`src/sv/rlcam_pkg.sv`:
```
`default_nettype none
package rlcam_pkg;

  localparam int unsigned SnWidth = 10;
  localparam int unsigned SegOffsetWidth = 15;
  localparam logic [SnWidth-1:0] SnStart = 10'd1;
  localparam logic [SnWidth-1:0] AckTimeoutReset = 10'd60;

  typedef enum logic [1:0] {
    OP_BUILD = 2'd0,
    OP_RECV  = 2'd1,
    OP_TICK  = 2'd2,
    OP_RESEQ = 2'd3
  } opcode_t;

  typedef enum logic [1:0] {
    REPLY_NONE   = 2'd0,
    REPLY_HEADER = 2'd1,
    REPLY_STATUS = 2'd2
  } reply_kind_t;

  typedef enum logic [1:0] {
    PDU_NONE   = 2'd0,
    PDU_DATA   = 2'd1,
    PDU_STATUS = 2'd2,
    PDU_OTHER  = 2'd3
  } pdu_kind_t;

  // D/C = 1 and P = 1 in the first header byte
  localparam logic [5:0] HeaderFlags = 6'b101000;

  typedef struct packed {
    reply_kind_t                reply_kind;
    logic [7:0]                 reply_byte0;
    logic [7:0]                 reply_byte1;
    logic                       timeout;
    logic                       restart_ignored;
    pdu_kind_t                  pdu_kind;
    logic                       pdu_rf;
    logic [1:0]                 pdu_fi;
    logic                       pdu_ext;
    logic [SnWidth-1:0]         pdu_sn;
    logic                       pdu_last_seg;
    logic [SegOffsetWidth-1:0]  pdu_seg_offset;
  } result_t;

endpackage
`default_nettype wire

```
`src/sv/rlc_am_header_and_poll_control_core.sv`:
```
// A request passes through the input register, then the result register.
// Throughput: one request per cycle while out_ready is high; the input
// register takes a request while a finished result waits for out_ready
// only if the input register is empty.
// Reset (rst, synchronous): next SN 1, acked SN 0, timer stopped at 0,
// timer reload 60, both stages empty.
`default_nettype none
module rlc_am_header_and_poll_control_core (
  input  wire logic                                  clk,
  input  wire logic                                  rst,
  input  wire logic                                  in_valid,
  output logic                                       in_ready,
  input  wire logic [1:0]                            opcode,
  input  wire logic [7:0]                            byte0,
  input  wire logic [7:0]                            byte1,
  input  wire logic [7:0]                            byte2,
  input  wire logic [7:0]                            byte3,
  output logic                                       out_valid,
  input  wire logic                                  out_ready,
  output logic [1:0]                                 reply_kind,
  output logic [7:0]                                 reply_byte0,
  output logic [7:0]                                 reply_byte1,
  output logic                                       timeout,
  output logic                                       restart_ignored,
  output logic [1:0]                                 pdu_kind,
  output logic                                       pdu_rf,
  output logic [1:0]                                 pdu_fi,
  output logic                                       pdu_ext,
  output logic [rlcam_pkg::SnWidth-1:0]              pdu_sn,
  output logic                                       pdu_last_seg,
  output logic [rlcam_pkg::SegOffsetWidth-1:0]       pdu_seg_offset,
  input  wire logic                                  cfg_valid,
  output logic                                       cfg_ready,
  input  wire logic [rlcam_pkg::SnWidth-1:0]         cfg_data
);
  import rlcam_pkg::*;

  logic [SnWidth-1:0] ack_timeout_ticks;
  logic [SnWidth-1:0] next_sn, next_sn_next;
  logic [SnWidth-1:0] acked_sn, acked_sn_next;
  logic               timer_running, timer_running_next;
  logic [SnWidth-1:0] timer_count, timer_count_next;

  logic       req_valid;
  opcode_t    req_op;
  logic [7:0] req_b0, req_b1, req_b2, req_b3;
  logic       req_advance;

  result_t            res, res_next;
  logic [SnWidth-1:0] rx_sn, ack_sn;

  assign cfg_ready   = 1'b1;
  assign req_advance = req_valid && (!out_valid || out_ready);
  assign in_ready    = !req_valid || req_advance;

  always_ff @(posedge clk) begin
    if (rst) begin
      ack_timeout_ticks <= AckTimeoutReset;
    end else if (cfg_valid && cfg_ready) begin
      ack_timeout_ticks <= cfg_data;
    end
  end

  always_ff @(posedge clk) begin
    if (rst) begin
      req_valid <= 1'b0;
    end else if (in_ready) begin
      req_valid <= in_valid;
    end
  end

  always_ff @(posedge clk) begin
    if (in_valid && in_ready) begin
      req_op <= opcode_t'(opcode);
      req_b0 <= byte0;
      req_b1 <= byte1;
      req_b2 <= byte2;
      req_b3 <= byte3;
    end
  end

  assign rx_sn  = {req_b0[1:0], req_b1};
  assign ack_sn = rx_sn + SnWidth'(1);

  always_comb begin
    res_next           = '0;
    res_next.reply_kind = REPLY_NONE;
    res_next.pdu_kind   = PDU_NONE;
    next_sn_next       = next_sn;
    acked_sn_next      = acked_sn;
    timer_running_next = timer_running;
    timer_count_next   = timer_count;
    case (req_op)
      OP_BUILD: begin
        res_next.reply_kind  = REPLY_HEADER;
        res_next.reply_byte0 = {HeaderFlags, next_sn[9:8]};
        res_next.reply_byte1 = next_sn[7:0];
        next_sn_next         = next_sn + SnWidth'(1);
        if (!timer_running || timer_count == '0) begin
          timer_running_next = 1'b1;
          timer_count_next   = ack_timeout_ticks;
        end else begin
          res_next.restart_ignored = 1'b1;
        end
      end
      OP_RECV: begin
        if (req_b0[7]) begin
          res_next.pdu_kind = PDU_DATA;
          res_next.pdu_rf   = req_b0[6];
          res_next.pdu_fi   = req_b0[4:3];
          res_next.pdu_ext  = req_b0[2];
          res_next.pdu_sn   = rx_sn;
          if (req_b0[6]) begin
            res_next.pdu_last_seg   = req_b2[7];
            res_next.pdu_seg_offset = {req_b2[6:0], req_b3};
          end
          if (req_b0[5]) begin
            res_next.reply_kind  = REPLY_STATUS;
            res_next.reply_byte0 = {4'b0000, ack_sn[9:6]};
            res_next.reply_byte1 = {ack_sn[5:0], 2'b00};
          end
        end else if (req_b0[6:4] == 3'b000) begin
          acked_sn_next      = {req_b0[3:0], req_b1[7:2]};
          timer_running_next = 1'b0;
          timer_count_next   = '0;
          res_next.pdu_kind  = PDU_STATUS;
          res_next.pdu_sn    = {req_b0[3:0], req_b1[7:2]};
        end else begin
          res_next.pdu_kind = PDU_OTHER;
        end
      end
      OP_TICK: begin
        if (timer_running) begin
          if (timer_count == '0) begin
            res_next.timeout = 1'b1;
          end else begin
            timer_count_next = timer_count - SnWidth'(1);
          end
        end
      end
      OP_RESEQ: begin
        next_sn_next = SnStart;
      end
      default: begin
        next_sn_next = next_sn;
      end
    endcase
  end

  always_ff @(posedge clk) begin
    if (rst) begin
      next_sn       <= SnStart;
      acked_sn      <= '0;
      timer_running <= 1'b0;
      timer_count   <= '0;
    end else if (req_advance) begin
      next_sn       <= next_sn_next;
      acked_sn      <= acked_sn_next;
      timer_running <= timer_running_next;
      timer_count   <= timer_count_next;
    end
  end

  always_ff @(posedge clk) begin
    if (rst) begin
      out_valid <= 1'b0;
    end else if (!out_valid || out_ready) begin
      out_valid <= req_valid;
    end
  end

  always_ff @(posedge clk) begin
    if (req_advance) begin
      res <= res_next;
    end
  end

  assign reply_kind      = res.reply_kind;
  assign reply_byte0     = res.reply_byte0;
  assign reply_byte1     = res.reply_byte1;
  assign timeout         = res.timeout;
  assign restart_ignored = res.restart_ignored;
  assign pdu_kind        = res.pdu_kind;
  assign pdu_rf          = res.pdu_rf;
  assign pdu_fi          = res.pdu_fi;
  assign pdu_ext         = res.pdu_ext;
  assign pdu_sn          = res.pdu_sn;
  assign pdu_last_seg    = res.pdu_last_seg;
  assign pdu_seg_offset  = res.pdu_seg_offset;

`ifndef SYNTHESIS
  a_stopped_count_zero: assert property (@(posedge clk) disable iff (rst)
    !timer_running |-> timer_count == '0)
    else $error("timer stopped with nonzero count");

  a_timeout_only_tick: assert property (@(posedge clk) disable iff (rst)
    out_valid && timeout |-> reply_kind == REPLY_NONE && pdu_kind == PDU_NONE)
    else $error("timeout on a non-tick result");

  a_restart_on_header: assert property (@(posedge clk) disable iff (rst)
    out_valid && restart_ignored |-> reply_kind == REPLY_HEADER)
    else $error("restart_ignored without a built header");

  a_build_starts_timer: assert property (@(posedge clk) disable iff (rst)
    req_advance && req_op == OP_BUILD |=> timer_running)
    else $error("timer not running after header build");

  a_status_stops_timer: assert property (@(posedge clk) disable iff (rst)
    req_advance && req_op == OP_RECV && !req_b0[7] && req_b0[6:4] == 3'b000
    |=> !timer_running && acked_sn == pdu_sn)
    else $error("status PDU did not stop timer");
`endif

endmodule
`default_nettype wire

```
`config.mk`:
```
export PLATFORM = sky130hd
export DESIGN_NAME = rlc_am_header_and_poll_control_core
export DESIGN_NICKNAME = d
export VERILOG_FILES = /design/src/sv/rlcam_pkg.sv /design/src/sv/rlc_am_header_and_poll_control_core.sv
export SDC_FILE = /design/constraint.sdc
export NUM_CORES = 1
export LEC_CHECK = 0
export BUFFER_PORTS_ARGS = -buffer_cell sky130_fd_sc_hd__buf_2
export CORE_MARGIN = 10
export CORE_UTILIZATION = 46
export DETAILED_ROUTE_END_ITERATION = 10
export PLACE_DENSITY = 0.76
export RECOVER_POWER = 100
export SYNTH_ARGS = -nofsm -noshare
export SYNTH_HDL_FRONTEND = slang
export SYNTH_SLANG_ARGS = --single-unit
```
`constraint.sdc`:
```
create_clock -name clk -period 2.1 [get_ports clk]
set_input_delay 0.21 -clock clk [delete_from_list [all_inputs] [get_ports clk]]
set_output_delay 0.21 -clock clk [all_outputs]
set_load 0.1 [all_outputs]
```
Word level (Yosys, flattened, before mapping) --
Index checks and enable logic that the tools add are counted.
Storage, ports and cells: word-level logic and storage cells 77, bits in registers 119, bits of input ports 49, output and inout bits 55
Cells by class: add/sub/neg operators 3, reductions and logical operators 21, eq/ne operators 8, muxes and demuxes 20, bitwise operators 1
Operator list (number):
- $mux 10 | 7
- $mux 18 | 2
- $pmux 18 s2 | 1
- $pmux 10 s3 | 1
- $add 10x1->10 const B | 2
- $pmux 10 s2 | 1
- $logic_not 10->1 | 1
- $ne 2x2->1 const B | 5
- $sub 10x1->10 const B | 1
- $mux 1 | 7
- $reduce_and 7->1 | 1
- $reduce_and 2->1 | 3
- $reduce_and 5->1 | 1
- $eq 2x2->1 const B | 2
- $reduce_bool 2->1 | 2
- $logic_not 1->1 | 3
- $logic_not 3->1 | 1
- $logic_or 1x1->1 | 3
- $reduce_and 3->1 | 1
- $reduce_bool 3->1 | 1
- $eq 2x1->1 const B | 1
- $logic_and 1x1->1 | 2
- $logic_not 2->1 | 1
- $pmux 1 s2 | 1
- 2 further kinds | 2

Depth between registers and ports, before layout --
depth after elaboration 5, gate-level depth with buffers 8, mapped depth without buffers 7

Least setup slack after synthesis --
OpenSTA, ideal clock, no wires.
path kind flip-flop to flip-flop, start register out_valid, end register req_b0[0], enable pin, path buffers 0, required time 1685 ps, library setup time 415 ps, data arrival time 2585 ps, slack -900 ps, clock period less this slack 3000 ps, cell stages (with the launch flop) 4, cell sequence dfxtp_1 nor2b_1 nand2_1 and2_1
Between the ends: longest elaborated chain between the ends 5
Ends and longest elaborated chain:
- start: declaration | RTL line rlc_am_header_and_poll_control_core.sv:18 | output logic out_valid,
- start signal: assignment | RTL line rlc_am_header_and_poll_control_core.sv:168 | out_valid <= req_valid;
- $logic_not 1->1 | RTL line rlc_am_header_and_poll_control_core.sv:53 | assign req_advance = req_valid && (!out_valid || out_ready);
- $logic_or 1x1->1 | RTL line rlc_am_header_and_poll_control_core.sv:53
- $logic_and 1x1->1 | RTL line rlc_am_header_and_poll_control_core.sv:53
- $logic_or 1x1->1 | RTL line rlc_am_header_and_poll_control_core.sv:54 | assign in_ready = !req_valid || req_advance;
- named net in_ready | RTL line rlc_am_header_and_poll_control_core.sv:12 | output logic in_ready,
- $logic_and 1x1->1 | RTL line rlc_am_header_and_poll_control_core.sv:73 | if (in_valid && in_ready) begin
- end signal: assignment | RTL line rlc_am_header_and_poll_control_core.sv:75 | req_b0 <= byte0;
- end: declaration | RTL line rlc_am_header_and_poll_control_core.sv:46 | logic [7:0] req_b0, req_b1, req_b2, req_b3;
The timed path passes the listed nets, and every way through them passes these cells. A chain may end at the register's enable or synchronous reset.

Worst setup path after layout --
start register req_b0[7], end register timer_count[5]
Between the ends: longest elaborated chain between the ends 2
Ends and longest elaborated chain:
- $ne 2x2->1 (no line)
- $reduce_and 7->1 (no line)
- end signal: assignment | RTL line rlc_am_header_and_poll_control_core.sv:160 | timer_count <= timer_count_next;
- end: declaration | RTL line rlc_am_header_and_poll_control_core.sv:42 | logic [SnWidth-1:0] timer_count, timer_count_next;
No other way between the ends.

==> results.yml <==
run_status:
  status: "complete, no violations"
synthesis:
  synthFlopType: "edfxtp_1"
  ys_seq_area_share_pct: 66.35
  syn-mean-instance-area_um2: 13.33
  synthCells: 353
  yosysUniqueCellTypes: 51
  synth-warning-count: 0
  ys_seq_elements: 115
  async_flop_share_pct: 0
  synth_edf_count: 82
  syn_area_um2: 4707
floorplan:
  fp.dieW_um: 121.2
  start_util_pct: 47.72
  core_um2: 9864
  ios: 104
  chipHeight_um: 121.2
  std_cell_rows: 36
  dieArea_um2: 14680
grt:
  grt-ovfl-total: 0
  grt_usage_pct: 14.59
  grt_pass1_wl_um: 16810
  grt_max_degree: 35
  grt_pass1_vias: 3392
  antenna_found_initial: 0
setup_path:
  crit_family: "compound AO/OA/AOI/OAI gates"
  rrSetupSlack_ns: 0.12
  worstSetupEndpointType: "flop"
  critPathKind: "reg2reg"
  path_cells: "o41a_1 -> nand3b_4 -> a211oi_4 -> buf_12 -> o21ai_1 -> a221oi_1"
  path_max_fanout: 19
  reg2reg_from: "req_b0[7]"
  cp.arrival_ns: 2.40
  r2r_end: "timer_count[5]"
  cp_data_required_time_ns: 2.52
  cp-startpoint: "req_b0[7]"
  critPathSlowestCell: "edfxtp_1"
  cp-start-kind: "flop"
  slowest_delay_ns: 0.50
  r2r_cells: 6
  cp_num_buf_inv: 1
routing:
  wire_per_inst_um: 15.96
  drt.antenna.violating_nets: 0
  route.detailed.drc: 0
  drtPass1Iterations: 4
  wirelength_um: 10460
  num_vias: 3201
  drtIter0Drc: 170
  viasPerCell: 4.887
cts:
  cts_tree: "built"
  clk_root_buffer_cell: "clkbuf_8"
  cts_buffer_depth: 2
  clkTransAtPathRegs_ns: 0.06
  cts_max_level: 4
  cts_buffers: 17
  cts.sinks: 115
  insertion_delay_ns: 0.51
power:
  powerDensity_nw_per_um2: 982.9
  p_int_mw: 4.603
  ir_drop_mv: 0.6971
  total_power_mw: 6.292
  power_frac_clock_pct: 45.1
  switching_power_mw: 1.689
  pwr-share-comb_pct: 13.3
  seq_power_share_pct: 41.6
  p_leak_nw: 2.491
  switching_share_pct: 26.85
layout:
  final_cells: 655
  layout-drive-gt1-share_pct: 27.97
  mostFrequentLayoutCell: "edfxtp_1"
  final_cell_mix: "edfxtp_1, clkbuf_2, dlygate4sd3_1"
  diodes: 0
  fin_nets: 566
  fill_cells: 731
  area_growth_pct: 35.99
timing:
  worst_slew_pin_slew_ns: 0.7974
  finalHoldViolations: 0
  fmax_ghz: 0.5048
  tns_ns: 0
  finalCriticalPeriod_ns: 1.981
  fin_worst_skew_ns: 0.006334
  setup_viol: 0
  slew_violations: 0
  rsz0062_at_grt: "no"
  slew-limit-headroom_pct: 46.84
  fin_crit_sh_pct: 94.34
  fin_hold_ws_ns: 0.05424
worst_hold_path:
  hold_end: "out_valid"
  min_path_type: "in2reg"
  min_from: "out_ready"
  hold_depth: 4
run:
  max-cap-violations: 0
placement:
  dp.cells: 577
  hpwl_um: 7284
  io_buffers: 100
  place_congestion: 0.8190
[area by class of cell]
cell class | instances | area, um2 | area share (%)
Clock buffer | 17 | 414.1 | 6.470
Clock inverter | 15 | 182.7 | 2.854
Inverter | 8 | 30.03 | 0.4691
Multi-Input combinational cell | 214 | 1481 | 23.14
Sequential cell | 115 | 3123 | 48.79
Tap cell | 133 | 166.4 | 2.600
Timing Repair Buffer | 153 | 1003 | 15.68
[synthesized netlist by cell type (4+ instances only)]
| library cell | count | area share [%] |
|---|---|---|
| a211o_1 | 4 | 0.74 |
| a211oi_1 | 6 | 0.96 |
| a21oi_1 | 11 | 1.2 |
| a22o_1 | 12 | 2.2 |
| and2_1 | 21 | 2.8 |
| and3_1 | 10 | 1.3 |
| buf_4 | 5 | 0.80 |
| clkbuf_1 | 10 | 0.80 |
| dfxtp_1 | 33 | 14 |
| edfxtp_1 | 82 | 52 |
| ha_1 | 8 | 2.1 |
| inv_1 | 8 | 0.64 |
| mux2i_1 | 8 | 1.7 |
| nand2_1 | 18 | 1.4 |
| nand3_1 | 8 | 0.85 |
| nand4_1 | 5 | 0.66 |
| nor2_1 | 31 | 2.5 |
| nor2b_1 | 7 | 0.93 |
| o21ai_0 | 8 | 0.85 |
| xnor2_1 | 10 | 1.9 |
| xor2_1 | 10 | 1.9 |
[worst reg2reg max path, cell delays in order, from the launching register on]
cell,delay (ns)
edfxtp_1,0.50
o41a_1,0.48
nand3b_4,0.19
a211oi_4,0.22
buf_12,0.19
o21ai_1,0.08
a221oi_1,0.22
[per-layer routing]
metal	part of all wire [%]	wire length (um)	global-route usage [%]	vias to the layer above
met5	0	0	0	-
met4	1.0	108	4.247	0
met3	6.2	643	5.631	12
met2	56	5860	27.35	77
met1	37	3843	14.54	1508
li1	-	-	-	1604
[stage by stage]
stage / utilization, % / area [um2] / setup slack, ns
after global routing: 64.89 / 6401 / 0.01781
after detailed placement: 54.34 / 5360 / 0.04520
after CTS: 64.95 / 6407 / 0.01665
after floorplan: - / 4718 / 0.1041
final: 64.89 / 6401 / 0.1190
after global placement: 54.34 / 5360 / 0.1931
[kinds of logic (layout without fill, tap and decap cells)]
group           count (synthesis)  after routing  synth area share, %
xor+xnor                       20             20                3.721
mux                             8              8                1.701
simple gates                  116            116                13.69
fa+ha+maj                       8              8                2.127
compound gates                 59             59                9.702
flops                         115            115                66.35
buf+inv                        25            193                2.552
other cells                     2              3               0.1595
[state kept, by name (all words and copies together), names as in the netlist, 4 cells and up]
| name | count |
|---|---|
| pdu_seg_offset | 15 |
| reply_byte1 | 8 |
| ack_timeout_ticks | 10 |
| pdu_sn | 10 |
| req_b0 | 8 |
| req_b3 | 8 |
| reply_byte0 | 4 |
| next_sn | 10 |
| timer_count | 10 |
| req_b1 | 8 |
| req_b2 | 8 |
[power by group through the flow]
| stage | clock network, mW | registers [mW] | logic (mW) |
|---|---|---|---|
| 4_1_cts | 2.89 | 2.61 | 0.845 |
| 3_3_place_gp | 0 | 2.65 | 0.760 |
| 5_1_grt | 3.00 | 2.63 | 0.890 |
| 3_5_place_dp | 0 | 2.66 | 0.773 |
| 6_report | 2.84 | 2.62 | 0.838 |
| 2_1_floorplan | 0 | 2.99 | 0.280 |
[how the worst max path moves through the flow]
stage,end,depth (start not counted)
2_1_floorplan,req_b0[0],3
3_3_place_gp,timer_count[5],8
3_5_place_dp,timer_count[6],8
4_1_cts,timer_count[0],8
5_1_grt,timer_count[5],8
6_report,timer_count[5],6
[timing repair]
| action | in CTS | in global routing |
|---|---|---|
| buffers inserted | 0 | 1 |
| hold buffers | 45 | 0 |
| endpoints found under the setup margin | 0 | 10 |
| hold endpoints to repair | 45 | 0 |
| gates resized for setup | 0 | 2 |
Note: power is estimated with default switching activity, not from simulation.
